<file path="config.mk">
export PLATFORM = sky130hd
export DESIGN_NAME = utf8_text_validator_flat
export DESIGN_NICKNAME = d
export VERILOG_FILES = /design/src/rtl/utf8v_pkg.sv /design/src/rtl/utf8v_if.sv /design/src/rtl/utf8_text_validator.sv /design/src/flat_wrapper.sv
export SDC_FILE = /design/constraint.sdc
export NUM_CORES = 1
export LEC_CHECK = 0
export BUFFER_PORTS_ARGS = -buffer_cell sky130_fd_sc_hd__buf_4
export CORE_MARGIN = 1
export CORE_UTILIZATION = 62
export CTS_CLUSTER_DIAMETER = 60
export DETAILED_ROUTE_END_ITERATION = 10
export PLACE_DENSITY = 0.85
export SETUP_SLACK_MARGIN = 0.4
export SLEW_MARGIN = 20
export SYNTH_ARGS = -nofsm -noshare
export SYNTH_HDL_FRONTEND = slang
export SYNTH_SLANG_ARGS = --single-unit
export TNS_END_PERCENT = 50
</file>
<file path="constraint.sdc">
create_clock -name clk -period 6.95 [get_ports clk]
set_clock_uncertainty 0.15 [all_clocks]
set_input_delay 0.3475 -clock clk [delete_from_list [all_inputs] [get_ports clk]]
set_output_delay 0.3475 -clock clk [all_outputs]
set_load 0.05 [all_outputs]
</file>
<file path="src/rtl/utf8v_pkg.sv">
// types and constants of the utf8 text validator
package utf8v_pkg;

  typedef logic [7:0]  byte_t;
  typedef logic [12:0] len_t;
  typedef logic [20:0] cp_t;

  localparam byte_t ASCII_SPACE = 8'h20;
  localparam byte_t ASCII_DEL   = 8'h7f;

  localparam len_t LEN_CAP     = 13'd4096;
  localparam len_t COUNT_SAT   = 13'd4097;
  localparam len_t MAX_LEN_RST = 13'd255;

  localparam cp_t CP_MIN_2   = 21'h00080;
  localparam cp_t CP_MIN_3   = 21'h00800;
  localparam cp_t CP_MIN_4   = 21'h10000;
  localparam cp_t CP_MAX     = 21'h10ffff;
  localparam cp_t SURR_FIRST = 21'h0d800;
  localparam cp_t SURR_LAST  = 21'h0dfff;

  // continuation count of an open sequence
  localparam logic [1:0] KIND_NONE = 2'd0;
  localparam logic [1:0] KIND_TWO  = 2'd1;
  localparam logic [1:0] KIND_THREE = 2'd2;
  localparam logic [1:0] KIND_FOUR = 2'd3;

endpackage

</file>
<file path="src/rtl/utf8v_if.sv">
// valid/ready channel interfaces of the utf8 text validator
interface utf8v_in_if;
  import utf8v_pkg::*;
  logic  valid;
  logic  ready;
  byte_t data_byte;
  logic  has_byte;
  logic  last;
  modport source (output valid, data_byte, has_byte, last, input ready);
  modport sink   (input valid, data_byte, has_byte, last, output ready);
endinterface

interface utf8v_out_if;
  import utf8v_pkg::*;
  logic valid;
  logic ready;
  logic valid_res;
  len_t length;
  modport source (output valid, valid_res, length, input ready);
  modport sink   (input valid, valid_res, length, output ready);
endinterface

interface utf8v_cfg_if;
  import utf8v_pkg::*;
  logic valid;
  logic ready;
  len_t data;
  modport source (output valid, data, input ready);
  modport sink   (input valid, data, output ready);
endinterface

</file>
<file path="src/rtl/utf8_text_validator.sv">
// utf8 text validator top level: byte decode, length count and verdict register
// the verdict is registered and shows in the cycle after the item that ends the string is taken
// throughput: one item per cycle, set by the single decode stage in front of the result register,
// as long as input ready is high; it drops only while a verdict waits and out_ready is low
// synchronous active-low reset clears string state and verdict valid, max_length returns to 255
module utf8_text_validator (
  input logic         clk,
  input logic         rst_n,
  utf8v_in_if.sink    in_ch,
  utf8v_out_if.source out_ch,
  utf8v_cfg_if.sink   cfg_ch
);
  import utf8v_pkg::*;

  // configuration
  len_t max_length_r;

  // string state
  logic [1:0] pend_r, pend_nxt;
  logic [1:0] kind_r, kind_nxt;
  cp_t        cp_r, cp_nxt;
  len_t       count_r, count_nxt;
  logic       failed_r, failed_nxt;

  // verdict register
  logic out_valid_r;
  logic valid_res_r, valid_res_nxt;
  len_t length_r;

  logic  in_acc;
  byte_t b;
  cp_t   cp_cont;
  len_t  limit;

  // a new item is taken as long as the verdict slot is free or being drained
  assign in_ch.ready = !out_valid_r || out_ch.ready;
  assign in_acc      = in_ch.valid && in_ch.ready;
  assign cfg_ch.ready = 1'b1;

  assign b       = in_ch.data_byte;
  // code point with the continuation payload shifted in
  assign cp_cont = {cp_r[14:0], b[5:0]};
  // lengths beyond the cap act as the cap
  assign limit   = (max_length_r > LEN_CAP) ? LEN_CAP : max_length_r;

  always_comb begin
    pend_nxt   = pend_r;
    kind_nxt   = kind_r;
    cp_nxt     = cp_r;
    count_nxt  = count_r;
    failed_nxt = failed_r;
    if (in_ch.has_byte) begin
      if (count_r < COUNT_SAT) begin
        count_nxt = count_r + 13'd1;
      end
      // decoding stops once the string has failed, counting goes on
      if (!failed_r) begin
        if (pend_r == 2'd0) begin
          // lead byte or ascii
          priority if (!b[7]) begin
            if (b < ASCII_SPACE || b == ASCII_DEL) begin
              failed_nxt = 1'b1;
            end
          end else if (b[7:5] == 3'b110) begin
            kind_nxt = KIND_TWO;
            cp_nxt   = {16'd0, b[4:0]};
            pend_nxt = KIND_TWO;
          end else if (b[7:4] == 4'b1110) begin
            kind_nxt = KIND_THREE;
            cp_nxt   = {17'd0, b[3:0]};
            pend_nxt = KIND_THREE;
          end else if (b[7:3] == 5'b11110) begin
            kind_nxt = KIND_FOUR;
            cp_nxt   = {18'd0, b[2:0]};
            pend_nxt = KIND_FOUR;
          end else begin
            // stray continuation or invalid lead
            failed_nxt = 1'b1;
          end
        end else if (b[7:6] != 2'b10) begin
          // missing continuation
          failed_nxt = 1'b1;
          pend_nxt   = 2'd0;
        end else begin
          pend_nxt = pend_r - 2'd1;
          cp_nxt   = cp_cont;
          if (pend_r == 2'd1) begin
            // sequence complete: overlong, surrogate and range checks
            if ((kind_r == KIND_TWO && cp_cont < CP_MIN_2) ||
                (kind_r == KIND_THREE && cp_cont < CP_MIN_3) ||
                (kind_r == KIND_FOUR && cp_cont < CP_MIN_4) ||
                cp_cont > CP_MAX ||
                (cp_cont >= SURR_FIRST && cp_cont <= SURR_LAST)) begin
              failed_nxt = 1'b1;
            end
            kind_nxt = KIND_NONE;
            cp_nxt   = '0;
          end
        end
      end
    end
    // verdict from the state after this item
    valid_res_nxt = !failed_nxt && pend_nxt == 2'd0 &&
                    count_nxt != 13'd0 && count_nxt <= limit;
  end

  always_ff @(posedge clk) begin
    if (!rst_n) begin
      max_length_r <= MAX_LEN_RST;
    end else if (cfg_ch.valid) begin
      max_length_r <= cfg_ch.data;
    end
  end

  always_ff @(posedge clk) begin
    if (!rst_n) begin
      pend_r   <= '0;
      kind_r   <= KIND_NONE;
      cp_r     <= '0;
      count_r  <= '0;
      failed_r <= 1'b0;
    end else if (in_acc) begin
      if (in_ch.last) begin
        // string done, start the next one clean
        pend_r   <= '0;
        kind_r   <= KIND_NONE;
        cp_r     <= '0;
        count_r  <= '0;
        failed_r <= 1'b0;
      end else begin
        pend_r   <= pend_nxt;
        kind_r   <= kind_nxt;
        cp_r     <= cp_nxt;
        count_r  <= count_nxt;
        failed_r <= failed_nxt;
      end
    end
  end

  always_ff @(posedge clk) begin
    if (!rst_n) begin
      out_valid_r <= 1'b0;
    end else if (in_acc && in_ch.last) begin
      out_valid_r <= 1'b1;
    end else if (out_ch.ready) begin
      out_valid_r <= 1'b0;
    end
  end

  // payload needs no reset
  always_ff @(posedge clk) begin
    if (in_acc && in_ch.last) begin
      valid_res_r <= valid_res_nxt;
      length_r    <= count_nxt;
    end
  end

  assign out_ch.valid     = out_valid_r;
  assign out_ch.valid_res = valid_res_r;
  assign out_ch.length    = length_r;

endmodule

</file>
<file path="src/flat_wrapper.sv">
// flat-port wrapper written by rule: the top's interface ports become plain ports
module utf8_text_validator_flat import utf8v_pkg::*;
  (clk, rst_n, in_ch_valid, in_ch_data_byte, in_ch_has_byte, in_ch_last, in_ch_ready, out_ch_valid, out_ch_valid_res, out_ch_length, out_ch_ready, cfg_ch_valid, cfg_ch_data, cfg_ch_ready);
  utf8v_in_if in_ch_i ();
  utf8v_out_if out_ch_i ();
  utf8v_cfg_if cfg_ch_i ();
  input logic clk;
  input logic rst_n;
  input wire logic [$bits(in_ch_i.valid)-1:0] in_ch_valid;
  input wire logic [$bits(in_ch_i.data_byte)-1:0] in_ch_data_byte;
  input wire logic [$bits(in_ch_i.has_byte)-1:0] in_ch_has_byte;
  input wire logic [$bits(in_ch_i.last)-1:0] in_ch_last;
  output wire logic [$bits(in_ch_i.ready)-1:0] in_ch_ready;
  output wire logic [$bits(out_ch_i.valid)-1:0] out_ch_valid;
  output wire logic [$bits(out_ch_i.valid_res)-1:0] out_ch_valid_res;
  output wire logic [$bits(out_ch_i.length)-1:0] out_ch_length;
  input wire logic [$bits(out_ch_i.ready)-1:0] out_ch_ready;
  input wire logic [$bits(cfg_ch_i.valid)-1:0] cfg_ch_valid;
  input wire logic [$bits(cfg_ch_i.data)-1:0] cfg_ch_data;
  output wire logic [$bits(cfg_ch_i.ready)-1:0] cfg_ch_ready;
  assign in_ch_i.valid = in_ch_valid;
  assign in_ch_i.data_byte = in_ch_data_byte;
  assign in_ch_i.has_byte = in_ch_has_byte;
  assign in_ch_i.last = in_ch_last;
  assign in_ch_ready = in_ch_i.ready;
  assign out_ch_valid = out_ch_i.valid;
  assign out_ch_valid_res = out_ch_i.valid_res;
  assign out_ch_length = out_ch_i.length;
  assign out_ch_i.ready = out_ch_ready;
  assign cfg_ch_i.valid = cfg_ch_valid;
  assign cfg_ch_i.data = cfg_ch_data;
  assign cfg_ch_ready = cfg_ch_i.ready;
  utf8_text_validator u_core (.clk(clk), .rst_n(rst_n), .in_ch(in_ch_i), .out_ch(out_ch_i), .cfg_ch(cfg_ch_i));
endmodule
</file>
==> results of run 1 <==
## layout make-up
class	instances	area share [%]
flip-flops and latches	61	35.1
clock buffers	11	3.39
repair buffers	43	8.33
inverters	8	0.775
well taps	70	2.26
clock inverters	5	1.32
multi-input cells	279	48.8
## state kept, by name, indices dropped and copies added, names as in the netlist
signal / count
u_core.cp_r: 15
u_core.count_r: 13
u_core.max_length_r: 13
u_core.out_ch.length: 13
u_core.kind_r: 2
u_core.pend_r: 2
u_core.failed_r: 1
u_core.out_ch.valid: 1
u_core.out_ch.valid_res: 1
## worst paths after layout
| kind | startpoint | to | slack (ns) | depth (start not counted) |
|---|---|---|---|---|
| worst max register to register | u_core.count_r[0] | u_core.out_ch.valid_res | 3.33 | 11 |
| worst min register to register | u_core.cp_r[13] | u_core.cp_r[13] | 0.30 | 2 |
| worst max-delay path | u_core.count_r[0] | u_core.out_ch.valid_res | 3.33 | 11 |
| worst min-delay path | cfg_ch_data[3] | u_core.max_length_r[3] | 0.07 | 3 |
## Yosys cell counts (all sizes together), types with 5 or more instances
| cell type | n | area, sq um |
|---|---|---|
| nand2 | 48 | 180 |
| edfxtp | 14 | 420 |
| a21oi | 8 | 51.3 |
| mux2i | 14 | 140 |
| nand4 | 8 | 50.1 |
| o21ai | 14 | 70.1 |
| nor2 | 14 | 60.1 |
| xnor2 | 10 | 87.6 |
| a31oi | 5 | 31.3 |
| inv | 8 | 30.0 |
| nor2b | 18 | 113 |
| a21boi | 20 | 150 |
| nor3 | 7 | 46.3 |
| dfxtp | 47 | 941 |
| nand3 | 25 | 130 |
| clkbuf | 11 | 41.3 |
| a22oi | 9 | 67.6 |
| ha | 16 | 200 |
| and2 | 6 | 37.5 |
| buf | 13 | 83.8 |
## kinds of logic after synthesis
group           after synthesis  share of synthesized area [%]
mux                          14                           4.12
buf+inv                      32                           4.56
compound gates               81                           17.1
xor+xnor                     14                           3.60
fa+ha+maj                    16                           5.88
other cells                   1                          0.110
flops                        61                           40.0
simple gates                153                           24.6
## per-stage QoR
step                setup slack (ns)  area, sq um  power (mW)
floorplan                       3.80         3400       0.453
global placement                3.61         3690       0.482
detailed placement              3.43         3690       0.485
CTS                             3.39         3870       0.782
global route                    3.14         3870       0.810
finish                          3.33         3870       0.783
## power by group through the flow
stage,Clock [mW],Combinational (mW),Sequential [mW]
floorplan,0,0.0541,0.399
global placement,0,0.0959,0.386
detailed placement,0,0.0982,0.386
CTS,0.305,0.0986,0.379
global route,0.323,0.108,0.380
finish,0.304,0.0995,0.379
## worst max-delay path, delay by kind of cell, from the launching register on
kind / cells / cell delay (ns)
xor+xnor: 1 / 0.42
compound gates: 2 / 0.24
simple gates: 6 / 1.66
fa+ha+maj: 2 / 0.50
flops: 1 / 0.47
## metal layers
| metal | wire, um | vias up | global-route usage, % |
|---|---|---|---|
| met1 | 3530 | 1391 | 37.9 |
| met3 | 389 | 21 | 4.91 |
| met5 | 0 | - | 0 |
| met4 | 195 | 0 | 14.2 |
| met2 | 3660 | 102 | 46.1 |
| li1 | - | 1399 | - |
==> results.sh, run 1 <==
export IMPL_hp_class="primary input to flop"
export IMPL_skew_pair_late_insertion_delay_ns=0.34
export IMPL_htree_levels=3
export IMPL_maxClockFrequency_ghz=0.276
export IMPL_postSynth_topFlopCell="sky130_fd_sc_hd__dfxtp_1"
export IMPL_detail_route_drc_violations=0
export IMPL_pin_count_of_the_biggest_net_entering_global_routing=49
export IMPL_overall_die_area_sq_um=5790
export IMPL_vias_in_the_first_global_route=2748
export IMPL_vdd_ir_drop_max_mv=0.136
export IMPL_critPathKind="flop to flop"
export IMPL_sequential_cell_area_sq_um=1360
export IMPL_critical_path_max_stage_delay_ns=0.52
export IMPL_synthToLayoutAreaGrowth_pct=13.9
export IMPL_crit_chain="ha_1, nand2_1, nor3_4, nand3_1, xnor2_1, ha_1, nand4_1, nor4_1, a21oi_4, or4_1, a311oi_1"
export IMPL_fp_row_count=26
export IMPL_setup_repair_after_global_routing_missed_its_margin="no"
export IMPL_clock_tree_root="sky130_fd_sc_hd__clkbuf_8"
export IMPL_dpl_cell_count=461
export IMPL_synth_distinct_cells=66
export IMPL_core_sq_um=5200
export IMPL_cts_inserted_buffers=9
export IMPL_first_iter_violations=228
export IMPL_layout_cells_most_common="sky130_fd_sc_hd__nand2_1"
export IMPL_gpl_final_weighted_congestion=0.866
export IMPL_avgRoutedWirePerCell_um=16.3
export IMPL_worst_setup_hold_path_clk_slew_ns=0.07
export IMPL_worst_setup_path_start_kind="flop"
export IMPL_ctsLongestPathBuffers=2
export IMPL_critPathRequiredTime_ns=6.96
export IMPL_vias=2913
export IMPL_final_hold_vios=0
export IMPL_io_pin_count=45
export IMPL_period_needed_ns=3.62
export IMPL_cts_num_sinks=61
export IMPL_antenna_found_initial=0
export IMPL_drt_wl_total_um=7770
export IMPL_status="complete, no violations"
export IMPL_initial_core_util_pct=65.4
export IMPL_leakagePower_nw=1.57
export IMPL_mappedNetlistNets=416
export IMPL_synth_sequential_area_ratio_pct=40.0
export IMPL_timing_critical_path_slowest_stage_cell="sky130_fd_sc_hd__or4_1"
export IMPL_layout_common_cells="sky130_fd_sc_hd__nand2_1 (48), sky130_fd_sc_hd__dfxtp_1 (47), sky130_fd_sc_hd__buf_4 (43)"
export IMPL_max_cap_viol_count=0
export IMPL_num_antenna_cells=0
export IMPL_timing_critical_path_mode_cell="sky130_fd_sc_hd__ha_1"
export IMPL_synth_enable_flop_cells=14
export IMPL_nets=446
export IMPL_layout_drive_gt1_share_pct=16.7
export IMPL_power_share_sequential_pct=48.4
export IMPL_synth_ff_latch_count=61
export IMPL_max_slew_margin_rel_pct=31.7
export IMPL_drt_pass1_iterations=5
export IMPL_share_of_the_clock_period_used_by_the_worst_path_after_layout_pct=52.1
export IMPL_synth_yosys_warnings=0
export IMPL_mappedNetlistArea_sq_um=3400
export IMPL_post_cts_repair_setup_buffers=0
export IMPL_sw_frac_of_total_pct=26.7
export IMPL_wire_length_of_the_first_global_routing_pass_um=13200
export IMPL_route_antenna_remaining_nets=0
export IMPL_tns_ns=0
export IMPL_post_synth_cell_area_avg_sq_um=9.15
export IMPL_power_per_cell_area_nw_per_um2=202
export IMPL_total_switching_power_mw=0.209
export IMPL_power_share_combinational_pct=12.7
export IMPL_postCtsResizedCells=0
export IMPL_path_max_fanout=8
export IMPL_synthesis_instances=372
export IMPL_detail_route_vias_per_cell=6.11
export IMPL_worst_endpoint_arrival_ns=3.64
export IMPL_p_int_mw=0.574
export IMPL_power_frac_clock_pct=38.9
export IMPL_multi_input_comb_area_sq_um=1890
export IMPL_hold_worst_slack_ns=0.0654
export IMPL_buffer_ports_inserted=43
export IMPL_finish_cell_count_without_fillers=477
export IMPL_tritoncts_clock_tree="built"
export IMPL_finalCoreUtilization_pct=74.4
export IMPL_die_h_um=76.1
export IMPL_post_cts_hold_buffer_count=0
export IMPL_setup_violations_final=0
export IMPL_detailedPlacementHpwl_um=5460
export IMPL_grt_usage_pct=28.8
export IMPL_final_fill_count=396
export IMPL_setup_worst_path_end_class="flop"
export IMPL_final_max_slew_violation_count=0
export IMPL_die_w_um=76.1
export IMPL_worst_tran_pin_value_ns=1.02
export IMPL_asyncSetResetFlopFracSynth_pct=0
export IMPL_globalRoute_totalOverflow=0
Note: power is estimated with default switching activity, not from simulation.
==> inputs of run 2 (changes only) <==
Settings changed: CORE_UTILIZATION 62 to 58, PLACE_DENSITY 0.85 to 0.8.
Clock period 6.95 ns to 3.65 ns, I/O delays scaled along.
==> results.sh, run 2 (synthesis gave the netlist of run 1 again) <==
export IMPL_leakagePower_nw=1.86
export IMPL_maxClockFrequency_ghz=0.306
export IMPL_htree_levels=3
export IMPL_overall_die_area_sq_um=6180
export IMPL_final_max_slew_violation_count=0
export IMPL_vdd_ir_drop_max_mv=0.301
export IMPL_antenna_found_initial=0
export IMPL_core_sq_um=5570
export IMPL_cts_num_sinks=61
export IMPL_status="complete, no violations"
export IMPL_finalPower_mw=1.47
export IMPL_layout_drive_gt1_share_pct=28.2
export IMPL_skew_pair_late_insertion_delay_ns=0.34
export IMPL_synthToLayoutAreaGrowth_pct=30.6
export IMPL_die_w_um=78.6
export IMPL_setup_violations_final=0
export IMPL_timing_critical_path_mode_cell="sky130_fd_sc_hd__nand4_1"
export IMPL_critPathKind="flop to flop"
export IMPL_vias=3187
export IMPL_drt_wl_total_um=9440
export IMPL_route_antenna_remaining_nets=0
export IMPL_vias_in_the_first_global_route=3016
export IMPL_first_iter_violations=300
export IMPL_drt_pass1_iterations=6
export IMPL_max_cap_viol_count=0
export IMPL_num_antenna_cells=0
export IMPL_detail_route_vias_per_cell=6.09
export IMPL_critPathRequiredTime_ns=3.66
export IMPL_dpl_cell_count=469
export IMPL_worst_setup_hold_path_clk_slew_ns=0.07
export IMPL_timing_critical_path_slowest_stage_cell="sky130_fd_sc_hd__or4_1"
export IMPL_ctsLongestPathBuffers=2
export IMPL_tns_ns=0
export IMPL_setup_reg_to_reg_worst_slack_ns=0.38
export IMPL_pin_count_of_the_biggest_net_entering_global_routing=49
export IMPL_io_pin_count=45
export IMPL_hp_class="primary input to flop"
export IMPL_worst_setup_path_start_kind="flop"
export IMPL_share_of_the_clock_period_used_by_the_worst_path_after_layout_pct=89.5
export IMPL_buffer_ports_inserted=43
export IMPL_crit_path_start="u_core.count_r[4]"
export IMPL_cts_inserted_buffers=9
export IMPL_critical_path_max_stage_delay_ns=0.47
export IMPL_gpl_final_weighted_congestion=0.912
export IMPL_fp_row_count=27
export IMPL_setup_worst_path_end_class="flop"
export IMPL_tritoncts_clock_tree="built"
export IMPL_crit_chain="nor4_2, nand4_1, a21oi_2, o21a_2, inv_1, ha_1, nand4_1, nor3_1, a2111oi_2, or4_1, a311oi_1"
export IMPL_cp_buffers_inverters=1
export IMPL_worst_tran_pin_value_ns=0.850
export IMPL_worst_r2r_start="u_core.count_r[4]"
export IMPL_cp_top_family="simple AND/OR/NAND/NOR gates"
export IMPL_largest_register_ff_count=15
export IMPL_nets=490
export IMPL_setup_repair_after_global_routing_missed_its_margin="yes"
export IMPL_max_slew_margin_rel_pct=43.1
export IMPL_finish_cell_count_without_fillers=523
export IMPL_final_hold_vios=0
export IMPL_timing_hold_worst_start="rst_n"
export IMPL_avgRoutedWirePerCell_um=18.0
export IMPL_wire_length_of_the_first_global_routing_pass_um=14000
export IMPL_globalRoute_totalOverflow=0
export IMPL_layout_cells_most_common="sky130_fd_sc_hd__buf_4"
export IMPL_initial_core_util_pct=61.0
export IMPL_max_flop_register="u_core.cp_r"
export IMPL_detailedPlacementHpwl_um=5550
export IMPL_worst_endpoint_arrival_ns=3.28
export IMPL_die_h_um=78.6
export IMPL_detail_route_drc_violations=0
export IMPL_clock_tree_root="sky130_fd_sc_hd__clkbuf_8"
export IMPL_period_needed_ns=3.27
export IMPL_path_max_fanout=6
export IMPL_layout_common_cells="sky130_fd_sc_hd__buf_4 (67), sky130_fd_sc_hd__nand2_1 (47), sky130_fd_sc_hd__dfxtp_1 (37)"
export IMPL_power_per_cell_area_nw_per_um2=332
export IMPL_grt_usage_pct=29.7
## run 2: final timing paths
path | to | cells past startpoint
hold reg to reg | u_core.cp_r[10] | 2
setup / recovery | u_core.out_ch.valid_res | 11
setup reg to reg | u_core.out_ch.valid_res | 11
hold / removal | u_core.max_length_r[0] | 2
## run 2: layout make-up
type	instances	area (sq um)
Sequential cell	61	1380
Timing Repair Buffer	87	704
Inverter	8	30.0
Tap cell	72	90.1
Clock inverter	5	25.0
Fill cell	369	1130
Clock buffer	11	151
Multi-Input combinational cell	279	2060
## run 2: routing by layer
layer	global-route usage (%)	up-vias	wire length (um)
met4	17.2	0	294
met5	0	-	0
li1	-	1494	-
met1	35.9	1524	4040
met3	7.21	34	518
met2	47.9	135	4590
## run 2: stage by stage
step	area [sq um]	setup slack [ns]	hold WS, ns	utilization (%)
after floorplan	3400	0.504	0.161	-
after detailed placement	3730	0.137	0.252	67.0
after global placement	3730	0.327	0.250	67.0
final	4440	0.382	0.0694	79.7
after CTS	4240	0.405	0.0549	76.0
after global routing	4440	0.257	0.0777	79.7
## run 2: power by group
| part | switching, mW | internal, mW |
|---|---|---|
| Clock | 0.261 | 0.277 |
| Combinational | 0.128 | 0.0899 |
| Sequential | 0.0114 | 0.708 |
## run 2: repair_timing
| action | CTS | global route |
|---|---|---|
| endpoints found under the hold margin | 19 | 0 |
| setup buffers | 5 | 14 |
| pin swaps | 4 | 19 |
| endpoints found under the setup margin | 1 | 1 |
| hold buffers | 19 | 0 |
| resized for setup | 21 | 23 |
